==> src/rtl/smcd_pkg.sv <==
// Shared constants and types of the serial motor command decoder.
`default_nettype none
package smcd_pkg;

  localparam int MotorCount = 3;
  localparam int FrameLen   = 2 * MotorCount;
  localparam int PosW       = $clog2(FrameLen);
  localparam int ByteW      = 8;
  localparam int WordW      = 2 * ByteW;
  localparam int DutyW      = 16;

  // command bytes
  localparam logic [ByteW-1:0] GoByte   = 8'h67;
  localparam logic [ByteW-1:0] StopByte = 8'h73;
  localparam logic [ByteW-1:0] SyncByte = 8'h75;

  typedef logic [ByteW-1:0] byte_t;
  typedef logic [WordW-1:0] word_t;
  typedef logic [DutyW-1:0] duty_t;

  // state after one item, as seen by the result stage
  typedef struct packed {
    logic                        brake;
    logic                        echo;
    logic [MotorCount-1:0][WordW-1:0] words;
  } smcd_frame_t;

endpackage
`default_nettype wire

==> src/rtl/smcd_intf.sv <==
// Handshake channels of the decoder: received bytes in, motor commands out.
`default_nettype none
interface smcd_in_if;
  logic                valid;
  logic                ready;
  logic [7:0]          rx_byte;

  modport source (output valid, output rx_byte, input ready);
  modport sink   (input valid, input rx_byte, output ready);
endinterface

interface smcd_out_if;
  logic        valid;
  logic        ready;
  logic        brake_active;
  logic        dir_first;
  logic        dir_second;
  logic        dir_third;
  logic [15:0] duty_first;
  logic [15:0] duty_second;
  logic [15:0] duty_third;
  logic        echo_valid;

  modport source (
    output valid, output brake_active, output dir_first, output dir_second,
    output dir_third, output duty_first, output duty_second, output duty_third,
    output echo_valid, input ready
  );
  modport sink (
    input valid, input brake_active, input dir_first, input dir_second,
    input dir_third, input duty_first, input duty_second, input duty_third,
    input echo_valid, output ready
  );
endinterface
`default_nettype wire

==> src/rtl/serial_motor_command_decoder_unit.sv <==
// Top level of the serial motor command decoder.
//
//   port    dir  payload                                     notes
//   rx_i    in   rx_byte                                     one received byte per item
//   cmd_o   out  brake, dir x3, duty x3, echo_valid          one result per byte
//
// One byte per cycle sustained while the receiver takes each result.
// Stage one registers the byte; the decode, frame update and the 5/3 scaling
// by reciprocal multiply sit between it and the result register.
// Reset clears the frame position, stored bytes, latched words and brake flag.
// A stalled result holds stage one; a new byte is still taken while stage one
// is empty or moves on in the same cycle.
`default_nettype none
module serial_motor_command_decoder_unit (
  input  logic       clk_i,
  input  logic       rst_ni,
  smcd_in_if.sink    rx_i,
  smcd_out_if.source cmd_o
);
  import smcd_pkg::*;

  logic        s1_valid_q, s1_valid_d;
  byte_t       s1_byte_q;
  logic        s1_adv, rx_ready, rx_fire;
  logic        out_valid_q, out_valid_d;

  smcd_frame_t                 frame_nxt;
  logic [MotorCount-1:0]       dir_nxt, dir_q;
  duty_t [MotorCount-1:0]      duty_nxt, duty_q;
  logic                        brake_q, echo_q;

  assign s1_adv   = s1_valid_q && (!out_valid_q || cmd_o.ready);
  assign rx_ready = !s1_valid_q || s1_adv;
  assign rx_fire  = rx_i.valid && rx_ready;
  assign rx_i.ready = rx_ready;

  assign s1_valid_d  = rx_fire ? 1'b1 : (s1_adv ? 1'b0 : s1_valid_q);
  assign out_valid_d = s1_adv ? 1'b1 : (cmd_o.ready ? 1'b0 : out_valid_q);

  always_ff @(posedge clk_i or negedge rst_ni) begin
    if (!rst_ni) begin
      s1_valid_q  <= 1'b0;
      out_valid_q <= 1'b0;
    end else begin
      s1_valid_q  <= s1_valid_d;
      out_valid_q <= out_valid_d;
    end
  end

  always_ff @(posedge clk_i) begin
    if (rx_fire) begin
      s1_byte_q <= rx_i.rx_byte;
    end
    if (s1_adv) begin
      brake_q <= frame_nxt.brake;
      echo_q  <= frame_nxt.echo;
      dir_q   <= dir_nxt;
      duty_q  <= duty_nxt;
    end
  end

  smcd_frame u_frame (
    .clk_i     (clk_i),
    .rst_ni    (rst_ni),
    .step_i    (s1_adv),
    .rx_byte_i (s1_byte_q),
    .frame_o   (frame_nxt)
  );

  for (genvar m = 0; m < MotorCount; m++) begin : g_motor
    smcd_duty u_duty (
      .word_i (frame_nxt.words[m]),
      .dir_o  (dir_nxt[m]),
      .duty_o (duty_nxt[m])
    );
  end

  assign cmd_o.valid        = out_valid_q;
  assign cmd_o.brake_active = brake_q;
  assign cmd_o.dir_first    = dir_q[0];
  assign cmd_o.dir_second   = dir_q[1];
  assign cmd_o.dir_third    = dir_q[2];
  assign cmd_o.duty_first   = duty_q[0];
  assign cmd_o.duty_second  = duty_q[1];
  assign cmd_o.duty_third   = duty_q[2];
  assign cmd_o.echo_valid   = echo_q;

  a_s1_held: assert property (@(posedge clk_i) disable iff (!rst_ni)
    s1_valid_q && out_valid_q && !cmd_o.ready |=> s1_valid_q && $stable(s1_byte_q))
    else $error("byte in stage one lost during output stall");

  a_sync_echo: assert property (@(posedge clk_i) disable iff (!rst_ni)
    s1_adv && (s1_byte_q == SyncByte) |=> out_valid_q && echo_q)
    else $error("sync byte gave no echo");

  a_stop_brake: assert property (@(posedge clk_i) disable iff (!rst_ni)
    s1_adv && (s1_byte_q == StopByte) |=> brake_q)
    else $error("stop byte did not set brake");

  a_not_ready_full: assert property (@(posedge clk_i) disable iff (!rst_ni)
    !rx_ready |-> s1_valid_q && out_valid_q)
    else $error("input refused while a stage is free");

endmodule
`default_nettype wire

==> src/rtl/smcd_frame.sv <==
// Frame state: command decode, byte store, word latch and brake flag.
`default_nettype none
module smcd_frame (
  input  logic                 clk_i,
  input  logic                 rst_ni,
  input  logic                 step_i,
  input  smcd_pkg::byte_t      rx_byte_i,
  output smcd_pkg::smcd_frame_t frame_o
);
  import smcd_pkg::*;

  logic [PosW-1:0]                  pos_q, pos_d, pos_eff;
  byte_t [FrameLen-1:0]             bytes_q, bytes_d;
  logic [MotorCount-1:0][WordW-1:0] words_q, words_d;
  logic                             brake_q, brake_d;
  logic                             is_go, is_stop, is_sync, is_data, latch;

  assign is_go   = (rx_byte_i == GoByte);
  assign is_stop = (rx_byte_i == StopByte);
  assign is_sync = (rx_byte_i == SyncByte);
  assign is_data = !(is_go || is_stop || is_sync);

  // an out-of-range position counts as the start of a frame
  assign pos_eff = ({1'b0, pos_q} >= (PosW+1)'(FrameLen)) ? '0 : pos_q;

  always_comb begin
    if (is_sync) begin
      pos_d = '0;
    end else if (is_data) begin
      pos_d = (pos_eff == PosW'(FrameLen - 1)) ? '0 : pos_eff + 1'b1;
    end else begin
      pos_d = pos_eff;
    end
  end

  always_comb begin
    for (int k = 0; k < FrameLen; k++) begin
      bytes_d[k] = (is_data && (pos_eff == PosW'(k))) ? rx_byte_i : bytes_q[k];
    end
  end

  // any byte that leaves the position at zero re-latches the words, low byte first
  assign latch = (pos_d == '0);

  always_comb begin
    for (int m = 0; m < MotorCount; m++) begin
      words_d[m] = latch ? {bytes_d[2*m+1], bytes_d[2*m]} : words_q[m];
    end
  end

  always_comb begin
    if (is_go) begin
      brake_d = 1'b0;
    end else if (is_stop) begin
      brake_d = 1'b1;
    end else begin
      brake_d = brake_q;
    end
  end

  always_ff @(posedge clk_i or negedge rst_ni) begin
    if (!rst_ni) begin
      pos_q   <= '0;
      bytes_q <= '0;
      words_q <= '0;
      brake_q <= 1'b0;
    end else if (step_i) begin
      pos_q   <= pos_d;
      bytes_q <= bytes_d;
      words_q <= words_d;
      brake_q <= brake_d;
    end
  end

  assign frame_o.brake = brake_d;
  assign frame_o.echo  = is_sync;
  assign frame_o.words = words_d;

  a_pos_range: assert property (@(posedge clk_i) disable iff (!rst_ni)
    {1'b0, pos_q} < (PosW+1)'(FrameLen))
    else $error("frame position out of range");

  a_sync_latches: assert property (@(posedge clk_i) disable iff (!rst_ni)
    step_i && is_sync |=> (pos_q == '0) && (words_q[0] == {bytes_q[1], bytes_q[0]}))
    else $error("sync byte did not restart and latch the frame");

  a_cmd_keeps_bytes: assert property (@(posedge clk_i) disable iff (!rst_ni)
    step_i && !is_data |=> $stable(bytes_q))
    else $error("command byte changed the stored frame");

endmodule
`default_nettype wire

==> src/rtl/smcd_duty.sv <==
// One motor: direction from the sign bit, duty = 5 * magnitude / 3.
`default_nettype none
module smcd_duty (
  input  smcd_pkg::word_t word_i,
  output logic            dir_o,
  output smcd_pkg::duty_t duty_o
);
  import smcd_pkg::*;

  // x / 3 as (x * ceil(2^19 / 3)) >> 19, exact for x below 2^19
  localparam int               RecipShift = 19;
  localparam logic [17:0]      RecipThird = 18'd174763;

  logic [WordW-2:0] mag;
  logic [17:0]      five_mag;
  logic [35:0]      prod;

  assign mag      = word_i[WordW-2:0];
  assign five_mag = {1'b0, mag, 2'b00} + {3'b000, mag};
  assign prod     = five_mag * RecipThird;

  assign dir_o  = ~word_i[WordW-1];
  assign duty_o = prod[RecipShift +: DutyW];

endmodule
`default_nettype wire

==> src/flat_wrapper.sv <==
// flat-port wrapper written by rule: the top's interface ports become plain ports
module serial_motor_command_decoder_unit_flat import smcd_pkg::*;
  (clk_i, rst_ni, rx_i_valid, rx_i_rx_byte, rx_i_ready, cmd_o_valid, cmd_o_brake_active, cmd_o_dir_first, cmd_o_dir_second, cmd_o_dir_third, cmd_o_duty_first, cmd_o_duty_second, cmd_o_duty_third, cmd_o_echo_valid, cmd_o_ready);
  smcd_in_if rx_i_i ();
  smcd_out_if cmd_o_i ();
  input  logic clk_i;
  input  logic rst_ni;
  input wire logic [$bits(rx_i_i.valid)-1:0] rx_i_valid;
  input wire logic [$bits(rx_i_i.rx_byte)-1:0] rx_i_rx_byte;
  output wire logic [$bits(rx_i_i.ready)-1:0] rx_i_ready;
  output wire logic [$bits(cmd_o_i.valid)-1:0] cmd_o_valid;
  output wire logic [$bits(cmd_o_i.brake_active)-1:0] cmd_o_brake_active;
  output wire logic [$bits(cmd_o_i.dir_first)-1:0] cmd_o_dir_first;
  output wire logic [$bits(cmd_o_i.dir_second)-1:0] cmd_o_dir_second;
  output wire logic [$bits(cmd_o_i.dir_third)-1:0] cmd_o_dir_third;
  output wire logic [$bits(cmd_o_i.duty_first)-1:0] cmd_o_duty_first;
  output wire logic [$bits(cmd_o_i.duty_second)-1:0] cmd_o_duty_second;
  output wire logic [$bits(cmd_o_i.duty_third)-1:0] cmd_o_duty_third;
  output wire logic [$bits(cmd_o_i.echo_valid)-1:0] cmd_o_echo_valid;
  input wire logic [$bits(cmd_o_i.ready)-1:0] cmd_o_ready;
  assign rx_i_i.valid = rx_i_valid;
  assign rx_i_i.rx_byte = rx_i_rx_byte;
  assign rx_i_ready = rx_i_i.ready;
  assign cmd_o_valid = cmd_o_i.valid;
  assign cmd_o_brake_active = cmd_o_i.brake_active;
  assign cmd_o_dir_first = cmd_o_i.dir_first;
  assign cmd_o_dir_second = cmd_o_i.dir_second;
  assign cmd_o_dir_third = cmd_o_i.dir_third;
  assign cmd_o_duty_first = cmd_o_i.duty_first;
  assign cmd_o_duty_second = cmd_o_i.duty_second;
  assign cmd_o_duty_third = cmd_o_i.duty_third;
  assign cmd_o_echo_valid = cmd_o_i.echo_valid;
  assign cmd_o_i.ready = cmd_o_ready;
  serial_motor_command_decoder_unit u_core (.clk_i(clk_i), .rst_ni(rst_ni), .rx_i(rx_i_i), .cmd_o(cmd_o_i));
endmodule
==> config.mk <==
export PLATFORM = sky130hd
export DESIGN_NAME = serial_motor_command_decoder_unit_flat
export DESIGN_NICKNAME = d
export VERILOG_FILES = /design/src/rtl/smcd_pkg.sv /design/src/rtl/smcd_intf.sv /design/src/rtl/serial_motor_command_decoder_unit.sv /design/src/rtl/smcd_frame.sv /design/src/rtl/smcd_duty.sv /design/src/flat_wrapper.sv
export SDC_FILE = /design/constraint.sdc
export NUM_CORES = 1
export LEC_CHECK = 0
export ABC_AREA = 0
export BUFFER_PORTS_ARGS = -buffer_cell sky130_fd_sc_hd__buf_2
export CAP_MARGIN = 20
export CORE_MARGIN = 2
export CORE_UTILIZATION = 39
export DETAILED_ROUTE_END_ITERATION = 10
export GPL_ROUTABILITY_DRIVEN = 0
export RECOVER_POWER = 50
export SETUP_SLACK_MARGIN = 0.1
export SYNTH_ARGS = -nofsm -noshare
export SYNTH_HDL_FRONTEND = slang
export SYNTH_SLANG_ARGS = --single-unit
==> constraint.sdc <==
create_clock -name clk_i -period 19.05 [get_ports clk_i]
set_input_delay 0.9525 -clock clk_i [delete_from_list [all_inputs] [get_ports clk_i]]
set_output_delay 0.9525 -clock clk_i [all_outputs]
set_load 0.01 [all_outputs]
* Yosys cells after proc, flatten, opt, wreduce, memory -nomap -nowiden
Cells that the tools add are included.
** Operators by class
- Add/subtract/negate cells :: 4
- $mul :: 3
- Div/mod/pow operators :: 0
- Magnitude comparators :: 1
- Equal/unequal tests :: 8
- Shifts and indexed selects :: 0
- Mux-type cells :: 19
- Bitwise logic cells :: 3
- Reduce and logical (&&, ||, !) cells :: 19
** Operators by type and width (number)
- multiplier 18 x 18 -> 35 bit (second input constant) :: 3
- adder 17 x 15 -> 18 bit :: 3
- two-way mux 16 bit :: 3
- two-way mux 8 bit :: 6
- == test 8 x 7 -> 1 bit (second input constant) :: 3
- two-way mux 3 bit :: 4
- logical AND 1 bit :: 8
- == test 3 x 2 -> 1 bit (second input constant) :: 2
- == test 3 bit (second input constant) :: 2
- zero test 3 bit :: 2
- two-way mux 1 bit :: 6
- logical OR 1 bit :: 4
- nonzero test 2 bit :: 2
- adder 3 x 1 -> 3 bit (second input constant) :: 1
- == test 3 x 1 -> 1 bit (second input constant) :: 1
- greater-or-equal comparator 3 bit (second input constant) :: 1
- zero test 1 bit :: 3
- inverter 1 bit :: 3
** Storage, ports and cells
- Register bits :: 163
- Bits in latches :: 0
- Bits in writable memories :: 0
- Bits in read-only memories :: 0
- Output and inout bits :: 55
- Logic and storage cells :: 77
- Memories kept :: 0

* Logic depth before layout (Yosys ltp)
- Word-level depth :: 10
- Depth in mapped cells :: 49
- Depth with buffers taken out :: 42

* By module
A second synthesis with hierarchy kept.
** Second synthesis, totals
- Cells, all modules :: 2656
- Area, all modules :: 26953.4 um2
** By module, submodules not included
- smcd_duty (u_core.g_motor[0].u_duty) :: instances 1, cells an instance 756, area an instance 6652.6 um2
- smcd_duty (u_core.g_motor[2].u_duty) :: instances 1, cells an instance 722, area an instance 6488.7 um2
- smcd_duty (u_core.g_motor[1].u_duty) :: instances 1, cells an instance 715, area an instance 6371.1 um2
- smcd_frame :: instances 1, cells an instance 394, area an instance 5505.3 um2
- serial_motor_command_decoder_unit :: instances 1, cells an instance 69, area an instance 1935.6 um2

* Worst setup path after synthesis
Ideal clock, no wire load.
- Path type :: register -> register
- Start point :: register u_core.s1_byte_q[2]
- End point :: register u_core.duty_q, in the netlist u_core.cmd_o.duty_first[15] (data pin)
- Arrival time :: 10.171 ns
- Required time :: 18.782 ns
- Setup slack :: 8.611 ns
- Cell stages (with the launch flop) :: 46
- Period minus slack after synthesis :: 10.439 ns
- Cell sequence :: edfxtp_1 -> buf_4 -> xnor2_1 -> a2111oi_4 -> mux2i_1 -> and2_1 -> buf_6 -> buf_6 -> clkbuf_1 -> buf_1 -> clkbuf_1 -> a21oi_1 -> a21oi_1 -> inv_1 -> ha_1 -> clkbuf_1 -> nand3_1 -> a41oi_1 -> (+10 left out) -> inv_1 -> fa_1 -> inv_1 -> fa_1 -> fa_1 -> inv_1 -> fa_1 -> inv_1 -> ha_1 -> a21o_1 -> a21o_1 -> a21oi_1 -> nor3b_1 -> a211oi_1 -> nor4_1 -> o21ai_0 -> a21oi_1 -> xnor3_1
** RTL lines
- start, declared :: line serial_motor_command_decoder_unit.sv:23 : byte_t s1_byte_q;
- start signal, assigned :: line serial_motor_command_decoder_unit.sv:52 : s1_byte_q <= rx_i.rx_byte;
- end signal, assigned :: line serial_motor_command_decoder_unit.sv:58 : duty_q <= duty_nxt;
- end, declared :: line serial_motor_command_decoder_unit.sv:29 : duty_t [MotorCount-1:0] duty_nxt, duty_q;

==> metrics <==
Die Width=264 um; Crit Path Max Fanout=48; post-route cell area=28200 sq um; CP max-delay cell=edfxtp_1; HP Class=flop to flop; Place WS=7.05 ns; Post-Syn Nets=3636; Routed Antenna Nets=0; # rows=95; Critical Path End Type=flop; clk sinks=163; via count=17900; Worst Setup SP=u_core.s1_byte_q[1]$_DFFE_PP_; syn avg cell area=9.38 sq um; Final setup viols=0; CP arrival=12.22 ns; status=complete, but fails checks; Final Hold Viols=0; DR vias/cell=4.78; ys async rst share=0.626; Synth Warn #=0; period utilization=0.630; root buffer cell=clkbuf_16; max_slew headroom=-1.16; maximum clock path buffer count=2; Worst EP required=19.26 ns; hold-fix buffers at CTS=0; reg2reg start=u_core.s1_byte_q[1]$_DFFE_PP_; most common cell after layout, fill and taps aside=inv_1; Distinct cells, synth=73; vias in the first global route=18500; Worst Setup Start Kind=flop; CP Class=flop to flop; global-route wire length before repair=95600 um; worst setup margin=7.04 ns; routed len/inst=14.8 um; P&R area growth vs syn=6.92%; instance count of the mapped netlist=2816; cell area after synthesis=26400 sq um; Yosys reg bits=163; setup_tns=0 ns; GRT Total Usage=0.170; Main synth FF type=dfrtp_1; Cell Area, Placed=27700 sq um; fin crit period=12.01 ns; clock transition at the registers of the reported paths=0.07 ns; Detailed Place HPWL=46400 um; Layout Skew=0.0160 ns; drt initial violations=812; core area=67200 sq um; post-synth top area share=0.243; largest cells by area after synthesis=fa_1 (24%), ha_1 (23%), inv_1 (11%), dfrtp_1 (9.7%), edfxtp_1 (6.9%); post-synthesis sequential area ratio=0.166; largest net degree at the start of global routing=72; H-tree depth=4; DR pass1 iterations=5; Initial Util=0.393; Overflow after GRT=0; MaxCap Viol Count=3; io pins=67; most frequent cells in the layout=inv_1 (767), ha_1 (488), fa_1 (320); clock latency on the worst-skew pair=0.48 ns; DRC viols=0; post-CTS sizing=0; worst-margin pin slew=3.25 ns; hold path startpoint=u_core.u_frame.words_q[38]$_DFFE_PN0P_; Hold WS=0.476 ns; max-slew violations=143; Post-synth EDFFs=61; Detailed Route WL=55500 um; RSZ-0062 raised after global routing=false; CTS tree=built; port bufs=66; die area=69800 sq um; share of cells above drive strength 1=0.0424; Crit path largest cell delay=0.79 ns; failing checks=capacitance limit, slew limit; number of antenna violations at the first check in global routing=1; total CTS buffers=17; ANT cells=0; Post-CTS Setup Bufs=0; dominant cell type by area after synthesis=fa_1; Die Y=264 um; FMAX=83.3 MHz; fin nets=3682
critical path, delay by kind of cell, from the launching register on:
| family | cells | cell delay (ns) |
|---|---|---|
| AO/OA/AOI/OAI | 15 | 3.58 |
| flip-flops | 1 | 0.79 |
| AND/OR/NAND/NOR | 6 | 1.84 |
| XOR/XNOR | 2 | 0.59 |
| adder cells (fa/ha/maj) | 8 | 3.40 |
| multiplexers | 2 | 0.65 |
| buffers and inverters | 6 | 0.83 |
through the flow:
stage,utilization,cells
after global routing,0.420,3748
after global placement,0.413,3716
after detailed placement,0.413,3716
after floorplan,-,2816
final,0.420,3748
after CTS,0.422,3748
final timing paths:
check	end	slack, ns	depth (start not counted)
max in group asynchronous	u_core.u_frame.words_q[14]$_DFFE_PN0P_	13.74	2
min reg2reg	u_core.u_frame.words_q[38]$_DFFE_PN0P_	0.48	2
min	u_core.u_frame.words_q[38]$_DFFE_PN0P_	0.48	2
max reg2reg	u_core.cmd_o.duty_first[15]$_DFFE_PP_	7.04	39
min in group asynchronous	u_core.u_frame.words_q[47]$_DFFE_PN0P_	1.25	1
max	u_core.cmd_o.duty_first[15]$_DFFE_PP_	7.04	39
sequential cells by signal (all words and copies together), names as in the netlist:
| register | count |
|---|---|
| u_core.u_frame.bytes_q | 48 |
| u_core.u_frame.words_q | 48 |
| u_core.cmd_o.duty_first | 16 |
| u_core.cmd_o.duty_second | 16 |
| u_core.cmd_o.duty_third | 16 |
| u_core.s1_byte_q | 8 |
| u_core.dir_q | 3 |
| u_core.u_frame.pos_q | 3 |
| u_core.cmd_o.brake_active | 1 |
| u_core.cmd_o.echo_valid | 1 |
| u_core.cmd_o.valid | 1 |
| u_core.s1_valid_q | 1 |
| u_core.u_frame.brake_q | 1 |
cells in the mapped netlist, drive strengths merged, types with 8 or more instances:
cell	number
and2	24
a21oi	85
inv	768
dfrtp	102
mux2i	46
ha	488
o21a	17
buf	12
o21ai	107
mux2	45
xor2	29
a21o	33
a21boi	9
nand2b	11
o211ai	10
nor2	99
nor2b	13
nand2	218
nand3	23
a211oi	16
clkbuf	44
edfxtp	61
xnor2	85
nor3	27
fa	320
or3	8
a31oi	18
and3	15
routing by layer:
layer	track usage	routed length, um
met5	0	0
met4	0.0355	726
met3	0.0211	1630
met2	0.272	25300
met1	0.248	27900
kinds of logic after synthesis:
logic type | Yosys count | share of synthesized area
buf+inv | 824 | 0.118
xor+xnor | 117 | 0.0414
flops | 163 | 0.166
fa+ha+maj | 808 | 0.474
mux | 91 | 0.0366
simple gates | 467 | 0.0795
compound gates | 346 | 0.0849
layout make-up:
cell class	instances	area (sq um)
clock buffers	20	468
clock inverters	12	106
fillers	6538	38900
inverters	768	2880
multi-input cells	1829	18900
flip-flops and latches	163	4380
well taps	873	1090
repair buffers	83	383
Power is not shown: default switching activity piles up to over one toggle a cycle in this logic, so the estimate is an artifact.
